<file path="src/design/tmd_pkg.sv">
package tmd_pkg;

    localparam int SLOWER_STEPS = 4;
    localparam int RATE_STEPS   = 9;
    localparam int QUEUE_DEPTH  = 32;

    localparam int TIME_W   = 32;
    localparam int LEN_W    = 24;
    localparam int IDX_W    = 4;
    localparam int DUE_W    = 6;
    localparam int FLEN_W   = 24;

    localparam logic [LEN_W-1:0] RESET_BEAT_LENGTH = LEN_W'(500000);
    localparam logic [DUE_W-1:0] DUE_MAX           = '1;

    // Largest exponent above and below the middle index.
    localparam int UP_MAX = RATE_STEPS - 1 - SLOWER_STEPS;
    localparam int E_MAX  = (SLOWER_STEPS > UP_MAX) ? SLOWER_STEPS : UP_MAX;
    localparam int E_W    = $clog2(E_MAX + 1);
    localparam int PUSH_W = (UP_MAX > 0) ? UP_MAX : 1;

    localparam int QA_W   = $clog2(QUEUE_DEPTH);
    localparam int FILL_W = $clog2(QUEUE_DEPTH + 1);

    localparam int FIFO_DEPTH = 2;
    localparam int FP_W       = $clog2(FIFO_DEPTH);
    localparam int FC_W       = $clog2(FIFO_DEPTH + 1);

    // One classified item, handed from the front to the back.
    typedef struct packed {
        logic              is_tick;
        logic [TIME_W-1:0] now;
        logic [LEN_W-1:0]  beat_len;
        logic              flash;
        logic [PUSH_W-1:0] push_cnt;
    } t_entry;

    typedef enum logic [2:0] {
        BS_IDLE,
        BS_PUSH,
        BS_READ,
        BS_CHECK,
        BS_DONE
    } t_bstate;

    typedef struct packed {
        logic take;
        logic ram_we;
        logic pop;
        logic load_out;
    } t_bctl;

endpackage

</file>
<file path="src/design/tmd_if.sv">
interface tmd_in_if;
    logic                      valid;
    logic                      ready;
    logic                      cmd;
    logic [tmd_pkg::TIME_W-1:0] now;
    logic [tmd_pkg::LEN_W-1:0]  period;
    logic [tmd_pkg::IDX_W-1:0]  rate_index;

    modport source (output valid, cmd, now, period, rate_index, input ready);
    modport sink   (input valid, cmd, now, period, rate_index, output ready);
    modport monitor(input valid, ready, cmd, now, period, rate_index);
endinterface

interface tmd_out_if;
    logic                       valid;
    logic                       ready;
    logic                       flash;
    logic [tmd_pkg::FLEN_W-1:0] flash_length;
    logic [tmd_pkg::DUE_W-1:0]  due_count;
    logic                       dropped;

    modport source (output valid, flash, flash_length, due_count, dropped, input ready);
    modport sink   (input valid, flash, flash_length, due_count, dropped, output ready);
    modport monitor(input valid, ready, flash, flash_length, due_count, dropped);
endinterface

</file>
<file path="src/design/tempo_multiplier_divider.sv">
// Steps: a beat at or below the middle rate is taken and its result loaded directly;
//   a faster beat first writes (factor - 1) flash times, one per cycle, each dropped while
//   the queue is full; a tick examines entries in turn (registered RAM read, then due test).
// The back end takes the next item only after the result transfer, while the front keeps
//   taking items into a two-entry queue.
// Reset: synchronous, active low; clears averages, counters and queue pointers, no sweep.
module tempo_multiplier_divider (
    input  logic      i_clk,
    input  logic      i_rst_n,
    tmd_in_if.sink    i_in,
    tmd_out_if.source o_out
);
    import tmd_pkg::*;

    // Front to back hand-off.
    logic   push;
    logic   pop;
    logic   full;
    logic   q_valid;
    t_entry f_entry;
    t_entry b_entry;

    // Front: take each transfer, update the beat averaging state on a beat, and classify the
    // item into a beat (with its flash decision and push count) or a tick.
    tmd_front u_front (
        .i_clk  (i_clk),
        .i_rst_n(i_rst_n),
        .i_in   (i_in),
        .i_full (full),
        .o_push (push),
        .o_entry(f_entry)
    );

    // Short queue: let the front keep accepting while the back is busy pushing
    // or popping due times.
    tmd_fifo u_fifo (
        .i_clk  (i_clk),
        .i_rst_n(i_rst_n),
        .i_push (push),
        .i_entry(f_entry),
        .i_pop  (pop),
        .o_full (full),
        .o_valid(q_valid),
        .o_entry(b_entry)
    );

    // Back: own the time queue in RAM, write future flash times for fast beats,
    // drain due times on ticks, and hold each result until the sink takes it.
    tmd_back u_back (
        .i_clk  (i_clk),
        .i_rst_n(i_rst_n),
        .i_valid(q_valid),
        .i_entry(b_entry),
        .o_pop  (pop),
        .o_out  (o_out)
    );
endmodule

</file>
<file path="src/design/tmd_ram.sv">
module tmd_ram #(
    parameter int WIDTH = 32,
    parameter int DEPTH = 32
) (
    input  logic                     i_clk,
    input  logic                     i_we,
    input  logic [$clog2(DEPTH)-1:0] i_waddr,
    input  logic [WIDTH-1:0]         i_wdata,
    input  logic [$clog2(DEPTH)-1:0] i_raddr,
    output logic [WIDTH-1:0]         o_rdata
);
    logic [WIDTH-1:0] r_mem [DEPTH];
    logic [WIDTH-1:0] r_rdata;

    always_ff @(posedge i_clk) begin
        if (i_we) begin
            r_mem[i_waddr] <= i_wdata;
        end
        r_rdata <= r_mem[i_raddr];
    end

    assign o_rdata = r_rdata;
endmodule

</file>
<file path="src/design/tmd_front.sv">
module tmd_front (
    input  logic            i_clk,
    input  logic            i_rst_n,
    tmd_in_if.sink          i_in,
    input  logic            i_full,
    output logic            o_push,
    output tmd_pkg::t_entry o_entry
);
    import tmd_pkg::*;

    logic [LEN_W-1:0]        r_avg, n_avg;
    logic [LEN_W-1:0]        r_beat_len, n_beat_len;
    logic [SLOWER_STEPS-1:0] r_cnt, n_cnt;

    logic [LEN_W:0]              sum;
    logic [IDX_W-1:0]            idx;
    logic [E_W-1:0]              e;
    logic [PUSH_W:0]             up_ones;
    logic [SLOWER_STEPS:0]       dn_ones;
    logic [LEN_W+SLOWER_STEPS-1:0] wide;
    logic                        beat_flash;
    logic [PUSH_W-1:0]           push_cnt;
    logic                        accept;

    assign i_in.ready = !i_full;
    assign accept     = i_in.valid && !i_full;
    assign o_push     = accept;

    always_comb begin
        sum        = {1'b0, r_avg} + {1'b0, i_in.period};
        n_avg      = sum[LEN_W:1];
        n_cnt      = r_cnt + 1'b1;
        idx        = (i_in.rate_index >= IDX_W'(RATE_STEPS)) ? IDX_W'(RATE_STEPS - 1)
                                                              : i_in.rate_index;
        e          = '0;
        up_ones    = '0;
        dn_ones    = '0;
        wide       = '0;
        beat_flash = 1'b1;
        push_cnt   = '0;
        n_beat_len = n_avg;
        priority if (idx > IDX_W'(SLOWER_STEPS)) begin
            // Faster: shorten the beat and queue the extra flashes.
            e          = E_W'(idx - IDX_W'(SLOWER_STEPS));
            n_beat_len = n_avg >> e;
            up_ones    = (PUSH_W+1)'(1) << e;
            push_cnt   = PUSH_W'(up_ones - 1'b1);
        end else if (idx == IDX_W'(SLOWER_STEPS)) begin
            n_beat_len = n_avg;
        end else begin
            // Slower: stretch the beat, flash on every 2^e-th beat.
            e          = E_W'(IDX_W'(SLOWER_STEPS) - idx);
            wide       = {{SLOWER_STEPS{1'b0}}, n_avg} << e;
            n_beat_len = (|wide[LEN_W+SLOWER_STEPS-1:LEN_W]) ? '1 : wide[LEN_W-1:0];
            dn_ones    = (SLOWER_STEPS+1)'(1) << e;
            beat_flash = (n_cnt & SLOWER_STEPS'(dn_ones - 1'b1)) == '0;
        end
    end

    always_ff @(posedge i_clk) begin
        if (!i_rst_n) begin
            r_avg      <= '0;
            r_beat_len <= RESET_BEAT_LENGTH;
            r_cnt      <= '0;
        end else if (accept && !i_in.cmd) begin
            r_avg      <= n_avg;
            r_beat_len <= n_beat_len;
            r_cnt      <= n_cnt;
        end
    end

    always_comb begin
        o_entry.is_tick = i_in.cmd;
        o_entry.now     = i_in.now;
        if (i_in.cmd) begin
            o_entry.beat_len = r_beat_len;
            o_entry.flash    = 1'b0;
            o_entry.push_cnt = '0;
        end else begin
            o_entry.beat_len = n_beat_len;
            o_entry.flash    = beat_flash;
            o_entry.push_cnt = push_cnt;
        end
    end
endmodule

</file>
<file path="src/design/tmd_fifo.sv">
module tmd_fifo (
    input  logic            i_clk,
    input  logic            i_rst_n,
    input  logic            i_push,
    input  tmd_pkg::t_entry i_entry,
    input  logic            i_pop,
    output logic            o_full,
    output logic            o_valid,
    output tmd_pkg::t_entry o_entry
);
    import tmd_pkg::*;

    t_entry          r_mem [FIFO_DEPTH];
    logic [FP_W-1:0] r_wp, r_rp;
    logic [FC_W-1:0] r_cnt;

    assign o_full  = r_cnt == FC_W'(FIFO_DEPTH);
    assign o_valid = r_cnt != '0;
    assign o_entry = r_mem[r_rp];

    always_ff @(posedge i_clk) begin
        if (i_push) begin
            r_mem[r_wp] <= i_entry;
        end
    end

    always_ff @(posedge i_clk) begin
        if (!i_rst_n) begin
            r_wp  <= '0;
            r_rp  <= '0;
            r_cnt <= '0;
        end else begin
            if (i_push) begin
                r_wp <= (r_wp == FP_W'(FIFO_DEPTH - 1)) ? '0 : r_wp + 1'b1;
            end
            if (i_pop) begin
                r_rp <= (r_rp == FP_W'(FIFO_DEPTH - 1)) ? '0 : r_rp + 1'b1;
            end
            unique case ({i_push, i_pop})
                2'b10:   r_cnt <= r_cnt + 1'b1;
                2'b01:   r_cnt <= r_cnt - 1'b1;
                default: r_cnt <= r_cnt;
            endcase
        end
    end
endmodule

</file>
<file path="src/design/tmd_back.sv">
module tmd_back (
    input  logic            i_clk,
    input  logic            i_rst_n,
    input  logic            i_valid,
    input  tmd_pkg::t_entry i_entry,
    output logic            o_pop,
    tmd_out_if.source       o_out
);
    import tmd_pkg::*;

    t_bstate           r_state, n_state;
    t_bctl             ctl;
    t_entry            r_cur;
    logic [TIME_W-1:0] r_acc;
    logic [PUSH_W-1:0] r_left;
    logic              r_drop;
    logic [DUE_W-1:0]  r_due;
    logic [QA_W-1:0]   r_head, r_tail;
    logic [FILL_W-1:0] r_fill;

    logic              r_out_valid;
    logic              r_out_flash;
    logic [FLEN_W-1:0] r_out_flen;
    logic [DUE_W-1:0]  r_out_due;
    logic              r_out_drop;

    logic [TIME_W-1:0] rdata;
    logic [TIME_W-1:0] age;
    logic              is_due;
    logic              q_full;
    logic              fin_flash;
    logic [LEN_W+1:0]  len3;

    tmd_ram #(
        .WIDTH(TIME_W),
        .DEPTH(QUEUE_DEPTH)
    ) u_ram (
        .i_clk  (i_clk),
        .i_we   (ctl.ram_we),
        .i_waddr(r_tail),
        .i_wdata(r_acc),
        .i_raddr(r_head),
        .o_rdata(rdata)
    );

    assign age    = r_cur.now - rdata;
    assign is_due = !age[TIME_W-1];
    assign q_full = r_fill == FILL_W'(QUEUE_DEPTH);
    assign o_pop  = ctl.take;

    always_comb begin
        n_state = r_state;
        unique case (r_state)
            BS_IDLE: begin
                if (i_valid && !r_out_valid) begin
                    priority if (i_entry.is_tick) begin
                        n_state = (r_fill != '0) ? BS_READ : BS_DONE;
                    end else if (i_entry.push_cnt != '0) begin
                        n_state = BS_PUSH;
                    end else begin
                        n_state = BS_DONE;
                    end
                end
            end
            BS_PUSH:  n_state = (r_left == PUSH_W'(1)) ? BS_DONE : BS_PUSH;
            BS_READ:  n_state = BS_CHECK;
            BS_CHECK: n_state = (is_due && r_fill > FILL_W'(1)) ? BS_READ : BS_DONE;
            BS_DONE:  n_state = BS_IDLE;
            default:  n_state = BS_IDLE;
        endcase
    end

    always_comb begin
        ctl = '0;
        unique case (r_state)
            BS_IDLE:  ctl.take     = i_valid && !r_out_valid;
            BS_PUSH:  ctl.ram_we   = !q_full;
            BS_CHECK: ctl.pop      = is_due;
            BS_DONE:  ctl.load_out = 1'b1;
            default:  ctl = '0;
        endcase
    end

    always_ff @(posedge i_clk) begin
        if (!i_rst_n) begin
            r_state <= BS_IDLE;
            r_head  <= '0;
            r_tail  <= '0;
            r_fill  <= '0;
        end else begin
            r_state <= n_state;
            if (ctl.ram_we) begin
                r_tail <= (r_tail == QA_W'(QUEUE_DEPTH - 1)) ? '0 : r_tail + 1'b1;
                r_fill <= r_fill + 1'b1;
            end else if (ctl.pop) begin
                r_head <= (r_head == QA_W'(QUEUE_DEPTH - 1)) ? '0 : r_head + 1'b1;
                r_fill <= r_fill - 1'b1;
            end
        end
    end

    // Per-item working registers.
    always_ff @(posedge i_clk) begin
        if (ctl.take) begin
            r_cur  <= i_entry;
            r_acc  <= i_entry.now + TIME_W'(i_entry.beat_len);
            r_left <= i_entry.push_cnt;
            r_drop <= 1'b0;
            r_due  <= '0;
        end
        if (r_state == BS_PUSH) begin
            r_acc  <= r_acc + TIME_W'(r_cur.beat_len);
            r_left <= r_left - 1'b1;
            if (q_full) begin
                r_drop <= 1'b1;
            end
        end
        if (ctl.pop && r_due != DUE_MAX) begin
            r_due <= r_due + 1'b1;
        end
    end

    assign fin_flash = r_cur.is_tick ? (r_due != '0) : r_cur.flash;
    assign len3      = {2'b00, r_cur.beat_len} + {1'b0, r_cur.beat_len, 1'b0};

    always_ff @(posedge i_clk) begin
        if (!i_rst_n) begin
            r_out_valid <= 1'b0;
        end else if (ctl.load_out) begin
            r_out_valid <= 1'b1;
        end else if (o_out.ready) begin
            r_out_valid <= 1'b0;
        end
    end

    always_ff @(posedge i_clk) begin
        if (ctl.load_out) begin
            r_out_flash <= fin_flash;
            r_out_flen  <= fin_flash ? FLEN_W'(len3 >> 2) : '0;
            r_out_due   <= r_cur.is_tick ? r_due : '0;
            r_out_drop  <= r_cur.is_tick ? 1'b0 : r_drop;
        end
    end

    assign o_out.valid        = r_out_valid;
    assign o_out.flash        = r_out_flash;
    assign o_out.flash_length = r_out_flen;
    assign o_out.due_count    = r_out_due;
    assign o_out.dropped      = r_out_drop;
endmodule

</file>
<file path="src/flat_wrapper.sv">
// flat-port wrapper written by rule: the top's interface ports become plain ports
module tempo_multiplier_divider_flat import tmd_pkg::*;
  (i_clk, i_rst_n, i_in_valid, i_in_cmd, i_in_now, i_in_period, i_in_rate_index, i_in_ready, o_out_valid, o_out_flash, o_out_flash_length, o_out_due_count, o_out_dropped, o_out_ready);
  tmd_in_if i_in_i ();
  tmd_out_if o_out_i ();
  input  logic i_clk;
  input  logic i_rst_n;
  input wire logic [$bits(i_in_i.valid)-1:0] i_in_valid;
  input wire logic [$bits(i_in_i.cmd)-1:0] i_in_cmd;
  input wire logic [$bits(i_in_i.now)-1:0] i_in_now;
  input wire logic [$bits(i_in_i.period)-1:0] i_in_period;
  input wire logic [$bits(i_in_i.rate_index)-1:0] i_in_rate_index;
  output wire logic [$bits(i_in_i.ready)-1:0] i_in_ready;
  output wire logic [$bits(o_out_i.valid)-1:0] o_out_valid;
  output wire logic [$bits(o_out_i.flash)-1:0] o_out_flash;
  output wire logic [$bits(o_out_i.flash_length)-1:0] o_out_flash_length;
  output wire logic [$bits(o_out_i.due_count)-1:0] o_out_due_count;
  output wire logic [$bits(o_out_i.dropped)-1:0] o_out_dropped;
  input wire logic [$bits(o_out_i.ready)-1:0] o_out_ready;
  assign i_in_i.valid = i_in_valid;
  assign i_in_i.cmd = i_in_cmd;
  assign i_in_i.now = i_in_now;
  assign i_in_i.period = i_in_period;
  assign i_in_i.rate_index = i_in_rate_index;
  assign i_in_ready = i_in_i.ready;
  assign o_out_valid = o_out_i.valid;
  assign o_out_flash = o_out_i.flash;
  assign o_out_flash_length = o_out_i.flash_length;
  assign o_out_due_count = o_out_i.due_count;
  assign o_out_dropped = o_out_i.dropped;
  assign o_out_i.ready = o_out_ready;
  tempo_multiplier_divider u_core (.i_clk(i_clk), .i_rst_n(i_rst_n), .i_in(i_in_i), .o_out(o_out_i));
endmodule
</file>
<file path="config.mk">
export PLATFORM = sky130hd
export DESIGN_NAME = tempo_multiplier_divider_flat
export DESIGN_NICKNAME = d
export VERILOG_FILES = /design/src/design/tmd_pkg.sv /design/src/design/tmd_if.sv /design/src/design/tempo_multiplier_divider.sv /design/src/design/tmd_ram.sv /design/src/design/tmd_front.sv /design/src/design/tmd_fifo.sv /design/src/design/tmd_back.sv /design/src/flat_wrapper.sv
export SDC_FILE = /design/constraint.sdc
export NUM_CORES = 2
export LEC_CHECK = 0
export ABC_AREA = 0
export ABC_CLOCK_PERIOD_IN_PS = 7620
export CORE_ASPECT_RATIO = 2
export CORE_MARGIN = 2
export CORE_UTILIZATION = 38
export DETAILED_ROUTE_END_ITERATION = 10
export DONT_BUFFER_PORTS = 1
export PLACE_DENSITY = 0.5
export REMOVE_ABC_BUFFERS = 1
export SLEW_MARGIN = 10
export SYNTH_ARGS = -nofsm -noshare
export SYNTH_HDL_FRONTEND = slang
export SYNTH_SLANG_ARGS = --single-unit
</file>
<file path="constraint.sdc">
create_clock -name i_clk -period 7.62 [get_ports i_clk]
set_clock_uncertainty 0.1 [all_clocks]
set_input_delay 1.524 -clock i_clk [delete_from_list [all_inputs] [get_ports i_clk]]
set_output_delay 1.524 -clock i_clk [all_outputs]
set_load 0.02 [all_outputs]
</file>
==> results.json <==
{
  "io-pin-count": 99,
  "synth_top_area_cell": "edfxtp_1",
  "die_h_um": 567.3,
  "yosys.area.top_type_share_pct": 63.77,
  "synth-main-ff-cell": "edfxtp_1",
  "synth.area.top_cells": "edfxtp_1 (64%), mux4_2 (12%), dfxtp_1 (3.7%)",
  "clockRootBuffer": "clkbuf_16",
  "cts.sinks": 1390,
  "p_sw_share_pct": 32.07,
  "synth_xor_area_share_pct": 1.480,
  "drt-initial-drc-count": 2113,
  "layout-drive-gt1-share_pct": 20.96,
  "rows": 206,
  "synth_fa_ha_area_share_pct": 3.246,
  "cts_resized": 0,
  "pwr-share-comb_pct": 22.8,
  "synth_commonest_cells": "edfxtp_1 (1280), mux4_2 (324), nand2_1 (202)",
  "whs_ns": 0.3616,
  "period_needed_ns": 5.611,
  "cp_cell_sequence": "ha_1, and4_1, nand2_1, a2111oi_2, and3b_1, or3_1, a31oi_1, a41oi_2, nand2b_4, a311o_1, a311oi_1, a21oi_1",
  "slew_violations": 0,
  "synthCells": 3622,
  "finalSetupViolCount": 0,
  "slowest_delay_ns": 0.64,
  "cp.depth": 12,
  "hold_violations": 0,
  "tightest_slew_ns": 1.311,
  "synth-seq-area-share_pct": 67.42,
  "crit_slowest_cell": "a41oi_2",
  "worstPathMaxFanout": 13,
  "grt_pass1_wl_um": 252400,
  "gr-usage-all-layers_pct": 21.91,
  "max_freq_mhz": 178.2,
  "reg2reg_to": "u_core.u_back.r_acc[29]",
  "drcViolationCount": 0,
  "cts_tree": "yes",
  "pre_cts_slack_ns": 1.346,
  "portBuffers": 0,
  "p_total_mw": 22.77,
  "post-cts-setup-buffers": 0,
  "via_per_inst": 5.624,
  "fp.coreArea_mm2": 0.1575,
  "hold_buffers": 0,
  "worst_ep_required_time_ns": 7.99,
  "cts_buffer_depth": 3,
  "gr-total-overflow": 0,
  "synth_most_common_cell": "edfxtp_1",
  "htree_num_levels": 3,
  "path_class": "input pin to flip-flop",
  "antenna_found_initial": 5,
  "layout.nets": 3864,
  "routedWlPerCell_um": 30.48,
  "vias": 32790,
  "rsz0062_at_grt": "false",
  "switching_power_mw": 7.302,
  "hpwl_um": 114800,
  "final_antenna_net_count": 0,
  "worst_slack_ns": 2.009,
  "insertion_delay_ns": 0.74,
  "power_density_mw_per_mm2": 338.8,
  "routed_wl_um": 177700,
  "critical_path.top_delay_family": "compound AO/OA/AOI/OAI gates",
  "status": "complete, no violations",
  "leakagePower_nw": 21.68,
  "muxShareOfSynthArea_pct": 14.47,
  "syn_avg_cell_area_um2": 16.64,
  "critPathCaptureType": "flip-flop",
  "synthSimpleGateAreaFrac_pct": 4.955,
  "cp.buffers_inverters": 0,
  "netlist_area_mm2": 0.06028,
  "min_from": "u_core.u_front.r_beat_len[0]",
  "maxCapViolCount": 0,
  "numCtsBuffers": 117,
  "ys_types": 99,
  "arrival_ns": 5.98,
  "ys_ff_latch": 1390,
  "clkPwrFrac_pct": 28.1,
  "gp_congestion": 0.9822,
  "reg2reg_depth": 16,
  "clkTransAtPathRegs_ns": 0.07,
  "initial_core_util_pct": 38.28,
  "synth-compound-area-share_pct": 6.642,
  "design_area_mm2": 0.06720,
  "grt_max_degree": 124,
  "synthArstFlopShare_pct": 0,
  "p_seq_share_pct": 49.1,
  "rrSetupSlack_ns": 2.02,
  "hp-class": "flip-flop to flip-flop",
  "firstDrtPassIters": 5,
  "critPathLaunchType": "input pin",
  "cp-endpoint": "u_core.u_fifo.r_mem[1][21]",
  "fill_cells": 13900,
  "ir_drop_mv": 0.2669,
  "cp-startpoint": "i_in_period[19]",
  "dieArea_mm2": 0.1620,
  "grt_pass1_vias": 35200,
  "syn2layout_area_growth_pct": 11.48,
  "synth_edf_count": 1280,
  "fp.dieW_um": 285.6,
  "finalCritPeriodShare_pct": 73.64,
  "placed_cell_area_mm2": 0.06313,
  "yosys_warnings": 0,
  "slew-limit-headroom_pct": 12.63,
  "synth_top_family_by_area": "multiplexers",
  "intPower_mw": 15.46
}
==> stage by stage <==
| step | util, % | TNS [ns] | cells |
|---|---|---|---|
| floorplan | - | -165.22 | 3445 |
| global placement | 40.09 | 0 | 5606 |
| detailed placement | 40.09 | 0 | 5606 |
| CTS | 42.66 | 0 | 5826 |
| global route | 42.67 | 0 | 5831 |
| finish | 42.67 | 0 | 5831 |
==> cell type report <==
class                   instances  area (µm²)  area share [%]
multi-input cells            1954       18850           28.04
repair buffers                 81       645.6          0.9608
inverters                     101       379.1          0.5642
diodes                          5       12.51         0.01862
clock buffers                 150        3154           4.694
clock inverters                70       900.9           1.341
well taps                    2080        2603           3.873
flip-flops and latches       1390       40660           60.51
==> flip-flops by register name (all words and copies together), names as in the netlist, 24 cells and up, named ones only <==
| signal | flops |
|---|---|
| u_core.u_back.r_acc | 32 |
| u_core.u_back.o_out.flash_length | 24 |
| u_core.u_back.u_ram.o_rdata | 32 |
| u_core.u_front.r_avg | 24 |
| u_core.u_fifo.r_mem | 124 |
| u_core.u_front.r_beat_len | 24 |
| u_core.u_back.r_cur | 58 |
| u_core.u_back.u_ram.r_mem | 1024 |
==> placed cells by master (no fill, tap or decap), types with 56 or more instances in the layout <==
master and instances:
mux4_2 324, inv_1 98, nand2_1 201, nor2_1 158, o21ai_0 125, edfxtp_1 1280
mux2_2 101, a21oi_1 164, ha_1 150, dfxtp_1 104, a21o_1 56, buf_4 78
clkbuf_16 119
==> routing by layer <==
metal / up-vias / part of all wire (%) / GRT usage, %
met5: - / 0 / 0
met1: 17270 / 33 / 21.38
li1: 14440 / - / -
met3: 339 / 3.2 / 2.512
met2: 740 / 58 / 44.25
met4: 0 / 5.4 / 10.89
==> logic make-up (layout without fill, tap and decap cells) <==
logic type	count (synthesis)	after routing
AO/OA/AOI/OAI	603	603
XOR/XNOR	101	101
adder cells (fa/ha/maj)	154	154
buffers and inverters	278	402
flip-flops	1390	1390
multiplexers	453	453
other	0	5
AND/OR/NAND/NOR	643	643
==> how the worst min path moves through the flow <==
stage,endpoint,slack [ns],cells past startpoint
2_1_floorplan,u_core.u_back.r_drop,0.32,2
3_3_place_gp,u_core.u_front.r_beat_len[6],0.34,2
3_5_place_dp,u_core.u_front.r_beat_len[0],0.35,2
4_1_cts,u_core.u_front.r_beat_len[0],0.36,2
5_1_grt,u_core.u_front.r_beat_len[6],0.39,2
6_report,u_core.u_front.r_beat_len[0],0.36,2
==> power groups by stage <==
stage | Combinational, mW | Sequential [mW] | Clock, mW
6_report | 5.18 | 11.2 | 6.40
2_1_floorplan | 3.35 | 11.0 | 0
3_5_place_dp | 5.18 | 11.3 | 0
4_1_cts | 5.23 | 11.2 | 6.55
3_3_place_gp | 5.17 | 11.3 | 0
5_1_grt | 5.69 | 11.3 | 6.78
==> worst min-delay path, delay by kind of cell, from the launching register on <==
kind               cells  cell delay [ns]
AOI/OAI and AO/OA      1             0.05
and+or+nand+nor        1             0.05
DFF                    1             0.31
No activity file was read; power rests on OpenSTA's default activity.
